--- src/rtl/prefix_code_bit_decoder_macros.svh ---
// Assertion helpers for the prefix code decoder RTL, used by the controller.
`ifndef PREFIX_CODE_BIT_DECODER_MACROS_SVH
`define PREFIX_CODE_BIT_DECODER_MACROS_SVH

// Same-cycle implication, disabled while reset is high.
`define PCBD_ASSERT_IMPLIES(name, clk, rst, ante, cons, msg) \
   name: assert property (@(posedge clk) disable iff (rst) (ante) |-> (cons)) \
      else $error(msg);

// Next-cycle implication, disabled while reset is high.
`define PCBD_ASSERT_NEXT(name, clk, rst, ante, cons, msg) \
   name: assert property (@(posedge clk) disable iff (rst) (ante) |=> (cons)) \
      else $error(msg);

`endif

--- src/rtl/pcbd_pkg.sv ---
`timescale 1ns / 1ps

package pcbd_pkg;

   // Field widths of the request and response channels.
   localparam int CMD_W     = 1;
   localparam int INDEX_W   = 6;
   localparam int PATTERN_W = 32;
   localparam int LENGTH_W  = 6;
   localparam int SYMBOL_W  = 8;
   localparam int STATUS_W  = 2;

   // Width that holds any bit position plus one (code length up to 64).
   localparam int CMP_W = 7;
   // Width that holds any stored symbol before narrowing to the output byte.
   localparam int SYM_WIDE_W = 32;

   // Register file.
   localparam int CFG_W        = 7;
   localparam int CSR_DATA_W   = 32;
   localparam int CSR_ADDR_W   = 3;
   localparam logic [0:0] REG_ENTRIES_IN_USE = 1'b0;

   typedef enum logic [CMD_W-1:0] {
      CMD_LOAD   = 1'b0,
      CMD_DECODE = 1'b1
   } command_type;

   typedef enum logic [STATUS_W-1:0] {
      ST_NONE     = 2'd0,
      ST_SYMBOL   = 2'd1,
      ST_LOADED   = 2'd2,
      ST_OVERFLOW = 2'd3
   } status_type;

   typedef enum logic [1:0] {
      CS_IDLE,
      CS_SCAN,
      CS_DRAIN,
      CS_RESULT
   } ctl_state_type;

   // Commands from the controller to the datapath.
   typedef struct packed {
      logic start;
      logic load;
      logic rd_en;
      logic emit;
      logic emit_load;
   } ctl_cmd_type;

endpackage

--- src/rtl/pcbd_req_if.sv ---
`timescale 1ns / 1ps

interface pcbd_req_if
   import pcbd_pkg::*;
();
   logic                 valid;
   logic                 ready;
   logic [CMD_W-1:0]     command;
   logic [INDEX_W-1:0]   entry_index;
   logic [PATTERN_W-1:0] code_pattern;
   logic [LENGTH_W-1:0]  code_length;
   logic [SYMBOL_W-1:0]  symbol_value;
   logic                 code_bit;

   modport source (
      output valid, command, entry_index, code_pattern, code_length, symbol_value,
             code_bit,
      input  ready
   );

   modport sink (
      input  valid, command, entry_index, code_pattern, code_length, symbol_value,
             code_bit,
      output ready
   );
endinterface

--- src/rtl/pcbd_rsp_if.sv ---
`timescale 1ns / 1ps

interface pcbd_rsp_if
   import pcbd_pkg::*;
();
   logic                valid;
   logic                ready;
   logic [STATUS_W-1:0] status;
   logic [SYMBOL_W-1:0] symbol;
   logic [INDEX_W-1:0]  matched_entry;

   modport source (
      output valid, status, symbol, matched_entry,
      input  ready
   );

   modport sink (
      input  valid, status, symbol, matched_entry,
      output ready
   );
endinterface

--- src/rtl/pcbd_ram.sv ---
`timescale 1ns / 1ps

module pcbd_ram #(
   parameter int WIDTH = 46,
   parameter int DEPTH = 64
) (
   input  logic                     clock,
   input  logic                     wr_en,
   input  logic [$clog2(DEPTH)-1:0] wr_addr,
   input  logic [WIDTH-1:0]         wr_data,
   input  logic                     rd_en,
   input  logic [$clog2(DEPTH)-1:0] rd_addr,
   output logic [WIDTH-1:0]         rd_data
);

   logic [WIDTH-1:0] mem_ff [DEPTH];
   logic [WIDTH-1:0] rd_data_ff;

   // One write port and one registered read port.
   always_ff @(posedge clock) begin
      if (wr_en) begin
         mem_ff[wr_addr] <= wr_data;
      end
      if (rd_en) begin
         rd_data_ff <= mem_ff[rd_addr];
      end
   end

   assign rd_data = rd_data_ff;

endmodule

--- src/rtl/pcbd_ctrl.sv ---
`timescale 1ns / 1ps
`include "prefix_code_bit_decoder_macros.svh"

module pcbd_ctrl
   import pcbd_pkg::*;
#(
   parameter int TABLE_ENTRIES = 64
) (
   input  logic                                 clock,
   input  logic                                 reset,
   input  logic                                 req_valid,
   input  logic [CMD_W-1:0]                     req_command,
   output logic                                 req_ready,
   input  logic                                 rsp_ready,
   output logic                                 rsp_valid,
   input  logic [CFG_W-1:0]                     cfg_entries,
   output ctl_cmd_type                          cmd,
   output logic [$clog2(TABLE_ENTRIES)-1:0]     rd_idx,
   output logic [$clog2(TABLE_ENTRIES+1)-1:0]   used
);

   localparam int IDX_W  = $clog2(TABLE_ENTRIES);
   localparam int USED_W = $clog2(TABLE_ENTRIES + 1);
   localparam int WIDE_W = (USED_W > CFG_W) ? USED_W : CFG_W;

   ctl_state_type     state_ff, state_in;
   logic [USED_W-1:0] cnt_ff, cnt_in;
   logic [USED_W-1:0] used_ff, used_in;
   logic              load_kind_ff, load_kind_in;
   logic              rsp_valid_ff, rsp_valid_in;
   logic [USED_W-1:0] cnt_next;
   logic [WIDE_W-1:0] cfg_wide;

   // Entries taking part in matching, saturated to the table size.
   assign cfg_wide = WIDE_W'(cfg_entries);
   assign used = (cfg_wide > WIDE_W'(TABLE_ENTRIES)) ? USED_W'(TABLE_ENTRIES)
                                                     : USED_W'(cfg_wide);

   assign cnt_next  = cnt_ff + USED_W'(1);
   assign rd_idx    = cnt_ff[IDX_W-1:0];
   assign rsp_valid = rsp_valid_ff;

   // State and control registers.
   always_ff @(posedge clock) begin
      if (reset) begin
         state_ff     <= CS_IDLE;
         cnt_ff       <= '0;
         used_ff      <= '0;
         load_kind_ff <= 1'b0;
         rsp_valid_ff <= 1'b0;
      end else begin
         state_ff     <= state_in;
         cnt_ff       <= cnt_in;
         used_ff      <= used_in;
         load_kind_ff <= load_kind_in;
         rsp_valid_ff <= rsp_valid_in;
      end
   end

   // Next state and datapath commands.
   always_comb begin
      state_in     = state_ff;
      cnt_in       = cnt_ff;
      used_in      = used_ff;
      load_kind_in = load_kind_ff;
      rsp_valid_in = rsp_valid_ff && !rsp_ready;
      cmd          = '0;
      req_ready    = 1'b0;
      unique case (state_ff)
         CS_IDLE: begin
            req_ready = 1'b1;
            if (req_valid) begin
               if (req_command == CMD_LOAD) begin
                  cmd.load     = 1'b1;
                  load_kind_in = 1'b1;
                  state_in     = CS_RESULT;
               end else begin
                  cmd.start    = 1'b1;
                  load_kind_in = 1'b0;
                  used_in      = used;
                  cnt_in       = '0;
                  state_in     = (used == '0) ? CS_RESULT : CS_SCAN;
               end
            end
         end
         CS_SCAN: begin
            // One table entry is read per cycle, lowest index first.
            cmd.rd_en = 1'b1;
            cnt_in    = cnt_next;
            if (cnt_next == used_ff) begin
               state_in = CS_DRAIN;
            end
         end
         CS_DRAIN: begin
            // The last entry read is evaluated in this cycle.
            state_in = CS_RESULT;
         end
         CS_RESULT: begin
            if (!rsp_valid_ff || rsp_ready) begin
               cmd.emit      = 1'b1;
               cmd.emit_load = load_kind_ff;
               rsp_valid_in  = 1'b1;
               state_in      = CS_IDLE;
            end
         end
         default: begin
            state_in = CS_IDLE;
         end
      endcase
   end

   `PCBD_ASSERT_NEXT(a_load_to_result, clock, reset,
      req_valid && req_ready && (req_command == CMD_LOAD), state_ff == CS_RESULT,
      "load request did not go straight to the result state")
   `PCBD_ASSERT_IMPLIES(a_scan_in_range, clock, reset,
      state_ff == CS_SCAN, cnt_ff < used_ff, "scan index ran past the entries in use")
   `PCBD_ASSERT_NEXT(a_drain_to_result, clock, reset,
      state_ff == CS_DRAIN, state_ff == CS_RESULT, "drain was not followed by result")
   `PCBD_ASSERT_NEXT(a_emit_shows, clock, reset,
      cmd.emit, rsp_valid_ff, "emitted response did not become valid")

endmodule

--- src/rtl/pcbd_dpath.sv ---
`timescale 1ns / 1ps

module pcbd_dpath
   import pcbd_pkg::*;
#(
   parameter int TABLE_ENTRIES = 64,
   parameter int MAX_CODE_LEN  = 32,
   parameter int SYMBOL_BITS   = 8
) (
   input  logic                               clock,
   input  logic                               reset,
   input  ctl_cmd_type                        cmd,
   input  logic [$clog2(TABLE_ENTRIES)-1:0]   rd_idx,
   input  logic [$clog2(TABLE_ENTRIES+1)-1:0] used,
   input  logic [INDEX_W-1:0]                 entry_index,
   input  logic [PATTERN_W-1:0]               code_pattern,
   input  logic [LENGTH_W-1:0]                code_length,
   input  logic [SYMBOL_W-1:0]                symbol_value,
   input  logic                               code_bit,
   output logic [STATUS_W-1:0]                status,
   output logic [SYMBOL_W-1:0]                symbol,
   output logic [INDEX_W-1:0]                 matched_entry
);

   localparam int IDX_W    = $clog2(TABLE_ENTRIES);
   localparam int USED_W   = $clog2(TABLE_ENTRIES + 1);
   localparam int POS_W    = $clog2(MAX_CODE_LEN);
   localparam int CMPI_W   = (USED_W > INDEX_W) ? USED_W : INDEX_W;
   localparam int BITSEL_W = $clog2(PATTERN_W);
   localparam int ENTRY_W  = PATTERN_W + LENGTH_W + SYMBOL_BITS;

   logic [TABLE_ENTRIES-1:0] alive_ff, alive_in;
   logic [POS_W-1:0]         pos_ff, pos_in;
   logic                     found_ff, found_in;
   logic [SYMBOL_BITS-1:0]   sym_ff, sym_in;
   logic [IDX_W-1:0]         hit_ff, hit_in;
   logic                     bit_ff;
   logic                     eval_vld_ff;
   logic [IDX_W-1:0]         eval_idx_ff;
   logic [STATUS_W-1:0]      status_ff, status_in;
   logic [SYMBOL_W-1:0]      symbol_ff, symbol_in;
   logic [INDEX_W-1:0]       matched_ff, matched_in;

   logic [CMPI_W-1:0]      idx_wide;
   logic                   load_ok;
   logic [IDX_W-1:0]       load_addr;
   logic [SYM_WIDE_W-1:0]  sym_load_wide;
   logic [ENTRY_W-1:0]     wr_data;
   logic [ENTRY_W-1:0]     rd_data;
   logic [PATTERN_W-1:0]   rd_pattern;
   logic [LENGTH_W-1:0]    rd_length;
   logic [SYMBOL_BITS-1:0] rd_symbol;
   logic [CMP_W-1:0]       pos_ext;
   logic [CMP_W-1:0]       pos_plus;
   logic [CMP_W-1:0]       len_ext;
   logic                   cw_bit;
   logic                   live;
   logic                   len_hit;
   logic [SYM_WIDE_W-1:0]  sym_out_wide;
   logic [CMPI_W-1:0]      hit_wide;

   // Load address check and the packed table entry.
   assign idx_wide      = CMPI_W'(entry_index);
   assign load_ok       = idx_wide < CMPI_W'(TABLE_ENTRIES);
   assign load_addr     = idx_wide[IDX_W-1:0];
   assign sym_load_wide = SYM_WIDE_W'(symbol_value);
   assign wr_data       = {sym_load_wide[SYMBOL_BITS-1:0], code_length, code_pattern};

   pcbd_ram #(
      .WIDTH (ENTRY_W),
      .DEPTH (TABLE_ENTRIES)
   ) u_table (
      .clock   (clock),
      .wr_en   (cmd.load && load_ok),
      .wr_addr (load_addr),
      .wr_data (wr_data),
      .rd_en   (cmd.rd_en),
      .rd_addr (rd_idx),
      .rd_data (rd_data)
   );

   assign rd_pattern = rd_data[PATTERN_W-1:0];
   assign rd_length  = rd_data[PATTERN_W+LENGTH_W-1:PATTERN_W];
   assign rd_symbol  = rd_data[ENTRY_W-1:PATTERN_W+LENGTH_W];

   // Compare the stored codeword bit at the current position with the stream bit.
   assign pos_ext  = CMP_W'(pos_ff);
   assign pos_plus = pos_ext + CMP_W'(1);
   assign len_ext  = CMP_W'(rd_length);
   assign cw_bit   = (pos_ext < CMP_W'(PATTERN_W)) ? rd_pattern[pos_ext[BITSEL_W-1:0]]
                                                   : 1'b0;
   assign live     = (cw_bit == bit_ff) && ((pos_ff == '0) || alive_ff[eval_idx_ff]);
   assign len_hit  = (len_ext == pos_plus) && (len_ext <= CMP_W'(MAX_CODE_LEN));

   // Alive flag updates.
   always_comb begin
      alive_in = alive_ff;
      if (cmd.start) begin
         for (int i = 0; i < TABLE_ENTRIES; i++) begin
            if (USED_W'(i) >= used) begin
               alive_in[i] = 1'b0;
            end
         end
      end
      if (cmd.load && load_ok) begin
         alive_in[load_addr] = 1'b0;
      end
      if (eval_vld_ff) begin
         alive_in[eval_idx_ff] = live;
      end
   end

   // The first live entry whose length is reached wins.
   always_comb begin
      found_in = found_ff;
      sym_in   = sym_ff;
      hit_in   = hit_ff;
      if (cmd.start) begin
         found_in = 1'b0;
      end else if (eval_vld_ff && live && len_hit && !found_ff) begin
         found_in = 1'b1;
         sym_in   = rd_symbol;
         hit_in   = eval_idx_ff;
      end
   end

   // Response payload and bit position at the end of a request.
   assign sym_out_wide = SYM_WIDE_W'(sym_ff);
   assign hit_wide     = CMPI_W'(hit_ff);

   always_comb begin
      pos_in     = pos_ff;
      status_in  = status_ff;
      symbol_in  = symbol_ff;
      matched_in = matched_ff;
      if (cmd.emit) begin
         symbol_in  = '0;
         matched_in = '0;
         if (cmd.emit_load) begin
            status_in = ST_LOADED;
         end else if (found_ff) begin
            status_in  = ST_SYMBOL;
            symbol_in  = sym_out_wide[SYMBOL_W-1:0];
            matched_in = hit_wide[INDEX_W-1:0];
            pos_in     = '0;
         end else if (pos_plus >= CMP_W'(MAX_CODE_LEN)) begin
            status_in = ST_OVERFLOW;
            pos_in    = '0;
         end else begin
            status_in = ST_NONE;
            pos_in    = POS_W'(pos_plus);
         end
      end
   end

   always_ff @(posedge clock) begin
      if (reset) begin
         alive_ff    <= '0;
         pos_ff      <= '0;
         found_ff    <= 1'b0;
         eval_vld_ff <= 1'b0;
      end else begin
         alive_ff    <= alive_in;
         pos_ff      <= pos_in;
         found_ff    <= found_in;
         eval_vld_ff <= cmd.rd_en;
      end
   end

   // Payload registers.
   always_ff @(posedge clock) begin
      sym_ff      <= sym_in;
      hit_ff      <= hit_in;
      eval_idx_ff <= rd_idx;
      status_ff   <= status_in;
      symbol_ff   <= symbol_in;
      matched_ff  <= matched_in;
      if (cmd.start) begin
         bit_ff <= code_bit;
      end
   end

   assign status        = status_ff;
   assign symbol        = symbol_ff;
   assign matched_entry = matched_ff;

endmodule

--- src/rtl/prefix_code_bit_decoder.sv ---
// Load request: the entry is written on acceptance, then the result state emits the response.
// Decode request, N = entries in use capped at the table size: the table is scanned one entry
// a cycle in the scan state, then drain and result follow (N = 0 goes straight to result).
// Requests are taken only in idle; the result state waits until any earlier response is taken.
// A new request is taken while the previous response still waits in its output register.
// Synchronous active-high reset clears flags, position, entries_in_use and control state.
`timescale 1ns / 1ps

module prefix_code_bit_decoder
   import pcbd_pkg::*;
#(
   parameter int TABLE_ENTRIES = 64,
   parameter int MAX_CODE_LEN  = 32,
   parameter int SYMBOL_BITS   = 8
) (
   input  logic                  clock,
   input  logic                  reset,
   pcbd_req_if.sink              req_chan,
   pcbd_rsp_if.source            rsp_chan,
   input  logic                  csr_psel,
   input  logic                  csr_penable,
   input  logic                  csr_pwrite,
   input  logic [CSR_ADDR_W-1:0] csr_paddr,
   input  logic [CSR_DATA_W-1:0] csr_pwdata,
   output logic [CSR_DATA_W-1:0] csr_prdata,
   output logic                  csr_pready
);

   localparam int IDX_W  = $clog2(TABLE_ENTRIES);
   localparam int USED_W = $clog2(TABLE_ENTRIES + 1);

   logic [CFG_W-1:0]  entries_ff, entries_in;
   logic              csr_write;
   ctl_cmd_type       cmd;
   logic [IDX_W-1:0]  rd_idx;
   logic [USED_W-1:0] used;

   // Register file: entries_in_use at word address zero.
   assign csr_pready = 1'b1;
   assign csr_write  = csr_psel && csr_penable && csr_pwrite && csr_pready;
   assign entries_in = (csr_write && (csr_paddr[2] == REG_ENTRIES_IN_USE))
                       ? csr_pwdata[CFG_W-1:0] : entries_ff;
   assign csr_prdata = (csr_paddr[2] == REG_ENTRIES_IN_USE) ? CSR_DATA_W'(entries_ff)
                                                            : '0;

   always_ff @(posedge clock) begin
      if (reset) begin
         entries_ff <= '0;
      end else begin
         entries_ff <= entries_in;
      end
   end

   pcbd_ctrl #(
      .TABLE_ENTRIES (TABLE_ENTRIES)
   ) u_ctrl (
      .clock       (clock),
      .reset       (reset),
      .req_valid   (req_chan.valid),
      .req_command (req_chan.command),
      .req_ready   (req_chan.ready),
      .rsp_ready   (rsp_chan.ready),
      .rsp_valid   (rsp_chan.valid),
      .cfg_entries (entries_ff),
      .cmd         (cmd),
      .rd_idx      (rd_idx),
      .used        (used)
   );

   pcbd_dpath #(
      .TABLE_ENTRIES (TABLE_ENTRIES),
      .MAX_CODE_LEN  (MAX_CODE_LEN),
      .SYMBOL_BITS   (SYMBOL_BITS)
   ) u_dpath (
      .clock         (clock),
      .reset         (reset),
      .cmd           (cmd),
      .rd_idx        (rd_idx),
      .used          (used),
      .entry_index   (req_chan.entry_index),
      .code_pattern  (req_chan.code_pattern),
      .code_length   (req_chan.code_length),
      .symbol_value  (req_chan.symbol_value),
      .code_bit      (req_chan.code_bit),
      .status        (rsp_chan.status),
      .symbol        (rsp_chan.symbol),
      .matched_entry (rsp_chan.matched_entry)
   );

endmodule
--- src/flat_wrapper.sv ---
// flat-port wrapper written by rule: the top's interface ports become plain ports
module prefix_code_bit_decoder_flat import pcbd_pkg::*;
#(
   parameter int TABLE_ENTRIES = 64,
   parameter int MAX_CODE_LEN  = 32,
   parameter int SYMBOL_BITS   = 8
)
  (clock, reset, csr_psel, csr_penable, csr_pwrite, csr_paddr, csr_pwdata, csr_prdata, csr_pready, req_chan_valid, req_chan_command, req_chan_entry_index, req_chan_code_pattern, req_chan_code_length, req_chan_symbol_value, req_chan_code_bit, req_chan_ready, rsp_chan_valid, rsp_chan_status, rsp_chan_symbol, rsp_chan_matched_entry, rsp_chan_ready);
  pcbd_req_if req_chan_i ();
  pcbd_rsp_if rsp_chan_i ();
  input  logic clock;
  input  logic reset;
  input  logic csr_psel;
  input  logic csr_penable;
  input  logic csr_pwrite;
  input  logic [CSR_ADDR_W-1:0] csr_paddr;
  input  logic [CSR_DATA_W-1:0] csr_pwdata;
  output logic [CSR_DATA_W-1:0] csr_prdata;
  output logic csr_pready;
  input wire logic [$bits(req_chan_i.valid)-1:0] req_chan_valid;
  input wire logic [$bits(req_chan_i.command)-1:0] req_chan_command;
  input wire logic [$bits(req_chan_i.entry_index)-1:0] req_chan_entry_index;
  input wire logic [$bits(req_chan_i.code_pattern)-1:0] req_chan_code_pattern;
  input wire logic [$bits(req_chan_i.code_length)-1:0] req_chan_code_length;
  input wire logic [$bits(req_chan_i.symbol_value)-1:0] req_chan_symbol_value;
  input wire logic [$bits(req_chan_i.code_bit)-1:0] req_chan_code_bit;
  output wire logic [$bits(req_chan_i.ready)-1:0] req_chan_ready;
  output wire logic [$bits(rsp_chan_i.valid)-1:0] rsp_chan_valid;
  output wire logic [$bits(rsp_chan_i.status)-1:0] rsp_chan_status;
  output wire logic [$bits(rsp_chan_i.symbol)-1:0] rsp_chan_symbol;
  output wire logic [$bits(rsp_chan_i.matched_entry)-1:0] rsp_chan_matched_entry;
  input wire logic [$bits(rsp_chan_i.ready)-1:0] rsp_chan_ready;
  assign req_chan_i.valid = req_chan_valid;
  assign req_chan_i.command = req_chan_command;
  assign req_chan_i.entry_index = req_chan_entry_index;
  assign req_chan_i.code_pattern = req_chan_code_pattern;
  assign req_chan_i.code_length = req_chan_code_length;
  assign req_chan_i.symbol_value = req_chan_symbol_value;
  assign req_chan_i.code_bit = req_chan_code_bit;
  assign req_chan_ready = req_chan_i.ready;
  assign rsp_chan_valid = rsp_chan_i.valid;
  assign rsp_chan_status = rsp_chan_i.status;
  assign rsp_chan_symbol = rsp_chan_i.symbol;
  assign rsp_chan_matched_entry = rsp_chan_i.matched_entry;
  assign rsp_chan_i.ready = rsp_chan_ready;
  prefix_code_bit_decoder #(.TABLE_ENTRIES(TABLE_ENTRIES), .MAX_CODE_LEN(MAX_CODE_LEN), .SYMBOL_BITS(SYMBOL_BITS)) u_core (.clock(clock), .reset(reset), .req_chan(req_chan_i), .rsp_chan(rsp_chan_i), .csr_psel(csr_psel), .csr_penable(csr_penable), .csr_pwrite(csr_pwrite), .csr_paddr(csr_paddr), .csr_pwdata(csr_pwdata), .csr_prdata(csr_prdata), .csr_pready(csr_pready));
endmodule
--- config.mk ---
export PLATFORM = sky130hd
export DESIGN_NAME = prefix_code_bit_decoder_flat
export DESIGN_NICKNAME = d
export VERILOG_FILES = /design/src/rtl/pcbd_pkg.sv /design/src/rtl/pcbd_req_if.sv /design/src/rtl/pcbd_rsp_if.sv /design/src/rtl/pcbd_ram.sv /design/src/rtl/pcbd_ctrl.sv /design/src/rtl/pcbd_dpath.sv /design/src/rtl/prefix_code_bit_decoder.sv /design/src/flat_wrapper.sv
export VERILOG_INCLUDE_DIRS = /design/src /design/src/rtl
export SDC_FILE = /design/constraint.sdc
export NUM_CORES = 2
export LEC_CHECK = 0
export BUFFER_PORTS_ARGS = -buffer_cell sky130_fd_sc_hd__buf_2
export CAP_MARGIN = 20
export CORE_ASPECT_RATIO = 0.8
export CORE_MARGIN = 4
export CORE_UTILIZATION = 30
export CTS_BUF_LIST = sky130_fd_sc_hd__clkbuf_4
export DETAILED_ROUTE_END_ITERATION = 10
export GPL_ROUTABILITY_DRIVEN = 0
export MAX_ROUTING_LAYER = met4
export PLACE_DENSITY_LB_ADDON = 0.12
export SLEW_MARGIN = 0
export SYNTH_ARGS = -nofsm -noshare
export SYNTH_HDL_FRONTEND = slang
export SYNTH_SLANG_ARGS = --single-unit
--- constraint.sdc ---
create_clock -name clock -period 9.19 [get_ports clock]
set_clock_uncertainty 0.15 [all_clocks]
set_input_delay 1.3785 -clock clock [delete_from_list [all_inputs] [get_ports clock]]
set_output_delay 1.3785 -clock clock [all_outputs]
set_load 0.005 [all_outputs]
# Word-level counts from Yosys, hierarchy flattened
# Memories as Yosys holds them, arrays and structs flattened. A register that Yosys moved wholly into a read port is not among the register bits.
# Cells that the tools add are included.
[op_classes] n_addsub=2 n_mul=0 div=0 n_lt_le_gt_ge=74 eq_ne=10 shifts=0 muxes=104 bitwise_logic=6 reduce_logical=29
[ops] cell="$ge 6x7->1 const A" n=32
[ops] cell="$mux 64" n=3
[ops] cell="$ge 5x7->1 const A" n=16
[ops] cell="$mux 1" n=77
[ops] cell="$and 64x64->64" n=1
[ops] cell="$bwmux 64" n=1
[ops] cell="$not 64->64" n=1
[ops] cell="$ge 4x7->1 const A" n=8
[ops] cell="$ge 3x7->1 const A" n=4
[ops] cell="$mux 7" n=4
[ops] cell="$mux 2" n=11
[ops] cell="$lt 6x7->1 const B" n=3
[ops] cell="$ge 1x7->1 const A" n=2
[ops] cell="$ge 2x7->1 const A" n=2
[ops] cell="$pmux 7 s2" n=1
[ops] cell="$demux 1 s6" n=2
[ops] cell="$ge 6x1->1 const B" n=2
[ops] cell="$logic_and 1x1->1" n=12
[ops] cell="$lt 5x6->1 const B" n=2
[ops] cell="$mux 5" n=2
[ops] cell="$reduce_and 3->1" n=3
[ops] cell="$ne 2x2->1 const B" n=4
[ops] cell="$pmux 2 s4" n=1
[ops] cell="$add 7x1->7 const B" n=1
[ops] cell="other kinds (20)" n=30
[totals] ff_bits=133 latchBits=0 ramBits=2944 rom_bits=0 input_bits=96 output_inout_bits=51 wordCells=243 mem_count=1
[mem_list] memory="u_core.u_dpath.u_table.mem_ff" words=64 width=46 read_ports=1 rd_ports_with_merged_regs=1 write_ports=1 line="pcbd_ram.sv:16" rtl="logic [WIDTH-1:0] mem_ff [DEPTH];"

# Logic depth before layout (Yosys ltp)
[depth] word_depth=9 mapped_depth=12 depth_no_buf=8

# Cells and area by module
# A second synthesis with hierarchy kept.
[hier_totals] hier_cells=5775 hier_area_um2=121048.6
[modules_own_cells] mod="pcbd_ram" instances=1 cells_each=4805 area_each_um2=112640.5 seq_area_each_um2=89786.1
[modules_own_cells] mod="pcbd_dpath" instances=1 cells_each=759 area_each_um2=6645.1 seq_area_each_um2=2472.4
[modules_own_cells] mod="pcbd_ctrl" instances=1 cells_each=145 area_each_um2=1176.1 seq_area_each_um2=360.3
[modules_own_cells] mod="prefix_code_bit_decoder" instances=1 cells_each=66 area_each_um2=586.8 seq_area_each_um2=140.1

# Worst setup path after synthesis
# OpenSTA, ideal clock, no wires.
[synth_path] path_kind="input port to flip-flop" startpoint="input port req_chan_entry_index[3]" endpoint="register u_core.u_dpath.alive_ff[34]" setup_time_ps=129 t_arrival_ps=5516 required_time_ps=8911 slack_ps=3394 path_stages=6 n_path_buf=1 path_cell_list="clkbuf_1 -> nor2_1 -> nand4_1 -> nor3_1 -> or4_1 -> o31ai_1"
[synth_between] elab_chain_len=9 elab_cells_between_ends=12 cone_classes="3 x order compare; 5 x mux; 2 x bitwise; 2 x reduce/logical"
[synth_rtl] element="start, declared" line="flat_wrapper.sv:22" rtl="input wire logic [$bits(req_chan_i.entry_index)-1:0] req_chan_entry_index;"
[synth_rtl] element="$lt 6x7->1 / $ge 6x1->1 (equally long branches)" line="pcbd_dpath.sv:64, pcbd_dpath.sv:106"
[synth_rtl] element="$logic_and 1x1->1 (implied by the code)" line="pcbd_dpath.sv:106" rtl="alive_in[load_addr] = 1'b0;"
[synth_rtl] element="$mux 1 (implied by the code)" line="pcbd_dpath.sv:106"
[synth_rtl] element="$demux 1 s6" line="pcbd_dpath.sv:106"
[synth_rtl] element="$not 64->64 (no source line)"
[synth_rtl] element="$and 64x64->64 (no source line)"
[synth_rtl] element="$mux 64 (*)" line="pcbd_dpath.sv:105" rtl="if (cmd.load && load_ok) begin"
[synth_rtl] element="$bwmux 64" line="pcbd_dpath.sv:109" rtl="alive_in[eval_idx_ff] = live;"
[synth_rtl] element="$mux 64 (*)" line="pcbd_dpath.sv:108" rtl="if (eval_vld_ff) begin"
[synth_rtl] element="end signal, assigned" line="pcbd_dpath.sv:163" rtl="alive_ff <= alive_in;"
[synth_rtl] element="end, declared" line="pcbd_dpath.sv:32" rtl="logic [TABLE_ENTRIES-1:0] alive_ff, alive_in;"
# Mark *: on every way between the ends. The rest lies on a longest branch, timed or not.
# A chain may end at the register's enable or synchronous reset.

# Final worst setup path
[layout_path] startpoint="register u_core.u_ctrl.state_ff[0]" endpoint="memory u_core.u_dpath.u_table.mem_ff[49][43] (enable)"
[layout_between] elab_chain_len=5
[layout_rtl] element="start, declared" line="pcbd_ctrl.sv:26" rtl="ctl_state_type state_ff, state_in;"
[layout_rtl] element="start signal, assigned" line="pcbd_ctrl.sv:52" rtl="state_ff <= state_in;"
[layout_rtl] element="$logic_not 2->1" line="pcbd_ctrl.sv:69" rtl="unique case (state_ff)"
[layout_rtl] element="$mux 2" line="pcbd_ctrl.sv:69"
[layout_rtl] element="$logic_and 1x1->1" line="pcbd_dpath.sv:74" rtl=".wr_en (cmd.load && load_ok),"
[layout_rtl] element="$mux 1" line="pcbd_ram.sv:21" rtl="if (wr_en) begin"
[layout_rtl] element="$mux 1 (implied by the code)" line="pcbd_ram.sv:22" rtl="mem_ff[wr_addr] <= wr_data;"
[layout_rtl] element="end, declared" line="pcbd_ram.sv:16"
# Every way passes these cells.

==> out/results.tsv <==
stage	metric	value	unit
critical_path	Crit Path Class	register to register	
sta	worst slew pin tran	1.28	ns
sta	setup tns final	0	ns
final_layout	layout filler cell count	37900	
sta	min Tclk post-route	4.69	ns
grt	number of global-route vias before repair	63200	
clock_tree	CTS buffer count	781	
final_layout	synthesis-to-finish area growth	15.1	%
pwr	Final Total Pwr	30800	µW
grt	initial antenna violation count	39	
sta	RSZ-0062 raised after global routing	false	
routing	via count	60800	
yosys	Unique masters post-synth	69	
die	Initial Util	30.2	%
sta	Final setup viols	0	
final_layout	layout cells sized above 1	38.9	%
routing	DRT Wirelength	378	mm
critical_path	worst-path cell chain	inv_1, ha_1, and3b_1, nor2b_1, nand2_1, buf_4, nor2_4, buf_4	
placed_design	dpl ws	3.96	ns
placed_design	Detail Placement HPWL	201	mm
routing	DR WL/cell	31.6	µm
grt	first-pass GRT wire length	519	mm
yosys	Post-Syn Area per Cell	22.9	µm²
critical_path	CP startpoint	u_core.u_ctrl.state_ff[0]	
die	FP Rows	208	
final_layout	final core occ	34.7	%
clock_tree	Clock transition at path regs	0.07	ns
clock_tree	postcts setup bufs	0	
yosys	synthesized area	0.121	mm²
routing	drt first pass iters	5	
grt	Global Route Usage Sum	18.4	%
die	I/O pins	147	
sta	Slew Limit Fails	0	
status	run status	complete, no violations	
grt	pin count of the biggest net entering global routing	114	
die	core footprint	0.402	mm²
routing	Initial DRC Count	6167	
critical_path	CP max stage cell	buf_4	
clock_tree	clk buf depth	4	
die	die area	0.414	mm²
final_layout	area of the multi-input gates	0.0274	mm²
yosys	sequential fraction of the synthesis area	76.6	%
clock_tree	CTS H-tree depth	6	
critical_path	element type at the critical path end	register	
critical_path	Worst R2R Start	u_core.u_ctrl.state_ff[0]	
die	Die Ht	576	µm
critical_path	r2r worst-path depth	8	
pwr	Static Leakage	0.0417	µW
yosys	Mapped Cells	5286	
critical_path	crit-path most repeated cell	buf_4	
placed_design	Buffers on Ports	93	
critical_path	CP Data Required Time	9.99	ns
critical_path	Worst setup SP type	register	
routing	Antenna Violating Nets Remaining	0	
clock_tree	CTS tree	built	
critical_path	Worst path max stage delay	0.85	ns
yosys	post-synth top area cell	edfxtp_1	
sta	Max-Slew Margin vs Limit	14.8	%
routing	Residual DRC	0	
worst_hold_path	min-delay src	req_chan_code_pattern[31]	
sta	Max Clock Freq	0.213	GHz
yosys	top cells by area, synth	edfxtp_1 (75%), mux4_2 (18%), dfxtp_1 (1.7%)	
yosys	Synth top area share	74.9	%
final_layout	sequential cell area	0.0928	mm²
worst_hold_path	worst hold stages	1	
final_layout	count of non-filler cells in the finished layout	11900	
yosys	Post-synth EDFFs	3021	
critical_path	CP Max Fanout	36	
placed_design	placed insts	10600	
clock_tree	worst-skew pair later-pin latency	1.39	ns
yosys	#FFs+latches synth	3123	
yosys	FFs w/ async S/R, synth	0	%
worst_hold_path	Hold Path Class	input pin to register	
critical_path	CP arrival	5.49	ns
clock_tree	clk sink count	3123	
die	Die X	719	µm
grt	grt ovf	0	
pwr	worst vdd ir	0.0991	mV
yosys	Most used DFF post-synth	edfxtp_1	
sta	Tcrit/Tclk final	51.0	%
yosys	Synth Warn #	0	
pwr	Power Density	221	mW/mm²
routing	number of vias per cell	5.09	
sta	final hold vios	0	
sta	Final WS setup	4.50	ns
final_layout	NumNets Final	6146	
clock_tree	Clock Tree Root	clkbuf_4	
job	Max-Cap Viols	0	
==> cell families (layout without fill, tap and decap cells) <==
family / Yosys count / count (layout) / share of synthesized area [%]
multiplexers: 1025 / 1025 / 18.3
flip-flops: 3123 / 3123 / 76.6
adder cells (fa/ha/maj): 7 / 7 / 0.0723
AND/OR/NAND/NOR: 470 / 470 / 1.99
buffers and inverters: 363 / 1622 / 1.35
other: 2 / 47 / 0.00620
AO/OA/AOI/OAI: 279 / 279 / 1.55
XOR/XNOR: 17 / 17 / 0.148
==> critical path, delay by kind of cell (launching register included) <==
family,cells,cell delay [ns]
buffers and inverters,3,1.32
DFF,1,0.37
and+or+nand+nor,4,1.75
adders and majority gates,1,0.47
==> synth_stat cells (7+ instances only) <==
library cell  number
a211o_1            7
a21oi_1           55
a22oi_1            8
a31oi_1            9
and3_1            15
buf_1             42
buf_2             71
buf_4             48
clkbuf_1         186
dfxtp_1          102
edfxtp_1        3021
ha_1               7
inv_1             14
mux2_2            21
mux2i_1           50
mux4_2           953
nand2_1          102
nand3_1           25
nand3b_1          20
nand4_1            9
nor2_1           145
nor2b_1           30
nor3_1            18
nor4b_1           15
o2111ai_1         18
o211ai_1          12
o21ai_0           40
o21ai_1           18
o221ai_1           7
o31ai_1           66
o41ai_1            8
or3_1             48
xnor2_1            8
xor2_1             7
==> metrics by stage <==
step                      instance area (µm²)  hold WS [ns]
final                                  139000         0.152
after CTS                              139000        0.0233
after detailed placement               129000         0.255
after global routing                   139000    -0.0000790
after floorplan                        121000         0.176
after global placement                 129000         0.253
==> final cells by class <==
class / count / share of cell area (%)
Antenna cell: 21 / 0.0377
Clock inverter: 143 / 0.649
Tap cell: 5355 / 4.81
Multi-Input combinational cell: 1824 / 19.6
Inverter: 15 / 0.0404
Sequential cell: 3123 / 66.5
Clock buffer: 1166 / 6.28
Timing Repair Buffer: 298 / 2.01
==> registers in the layout (all words and copies together) (netlist names) <==
signal,flops
u_core.u_ctrl.state_ff,2
u_core.u_ctrl.load_kind_ff,1
u_core.u_dpath.found_ff,1
u_core.entries_ff,7
u_core.u_ctrl.rsp_valid,1
u_core.u_dpath.hit_ff,6
u_core.u_dpath.pos_ff,5
u_core.u_dpath.u_table.rd_data,46
u_core.u_dpath.symbol,8
u_core.u_ctrl.cnt_ff,7
u_core.u_dpath.matched_entry,6
u_core.u_dpath.bit_ff,1
u_core.u_ctrl.used_ff,7
u_core.u_dpath.eval_vld_ff,1
u_core.u_dpath.eval_idx_ff,6
u_core.u_dpath.status,2
u_core.u_dpath.u_table.mem_ff,2944
u_core.u_dpath.sym_ff,8
u_core.u_dpath.alive_ff,64
==> repair_timing <==
item	in CTS	in global routing
resized for setup	0	0
endpoints found under the hold margin	9	4
hold buffers	9	2
==> final timing paths <==
path	to	slack (ns)
max	u_core.u_dpath.u_table.mem_ff[49][43]	4.50
min	u_core.u_dpath.u_table.mem_ff[52][31]	0.15
max reg2reg	u_core.u_dpath.u_table.mem_ff[49][43]	4.50
min reg2reg	u_core.u_dpath.sym_ff[4]	0.24
==> layer usage <==
layer,track usage [%],share of wire [%],vias up
met5,-,0,-
met4,4.41,2.0,0
met3,3.19,5.3,557
met2,27.9,46,2040
met1,26.1,46,33500
li1,-,-,24700
==> power breakdown <==
part	switching [µW]	internal [µW]	leakage, µW
registers	118	15700	0.0280
logic	1720	1510	0.00796
clock network	5630	6080	0.00580
total	7470	23300	0.0417
==> placed cells by master (no fill, tap or decap), types with 7 or more instances in the layout <==
cell type,count
nor3_1,15
o31ai_1,66
nand3_1,25
o211ai_1,12
bufinv_16,13
clkinv_1,105
a31oi_1,9
conb_1,26
buf_2,93
and3_1,15
nand3b_1,20
or3_1,48
o2111ai_1,18
nor4b_1,15
inv_2,15
nor2_1,83
nand2_1,102
mux2i_1,50
nor2b_1,29
mux2_2,21
a211o_1,7
a22oi_1,8
inv_1,14
edfxtp_1,3021
o21ai_1,18
buf_12,59
o21ai_0,40
nand4_1,9
dlygate4sd3_1,11
nor2_4,62
diode_2,21
clkbuf_4,1166
mux4_2,953
o41ai_1,8
o221ai_1,7
buf_4,132
a21oi_1,55
dfxtp_1,95
xnor2_1,8
(Power assumes the default switching activity.)
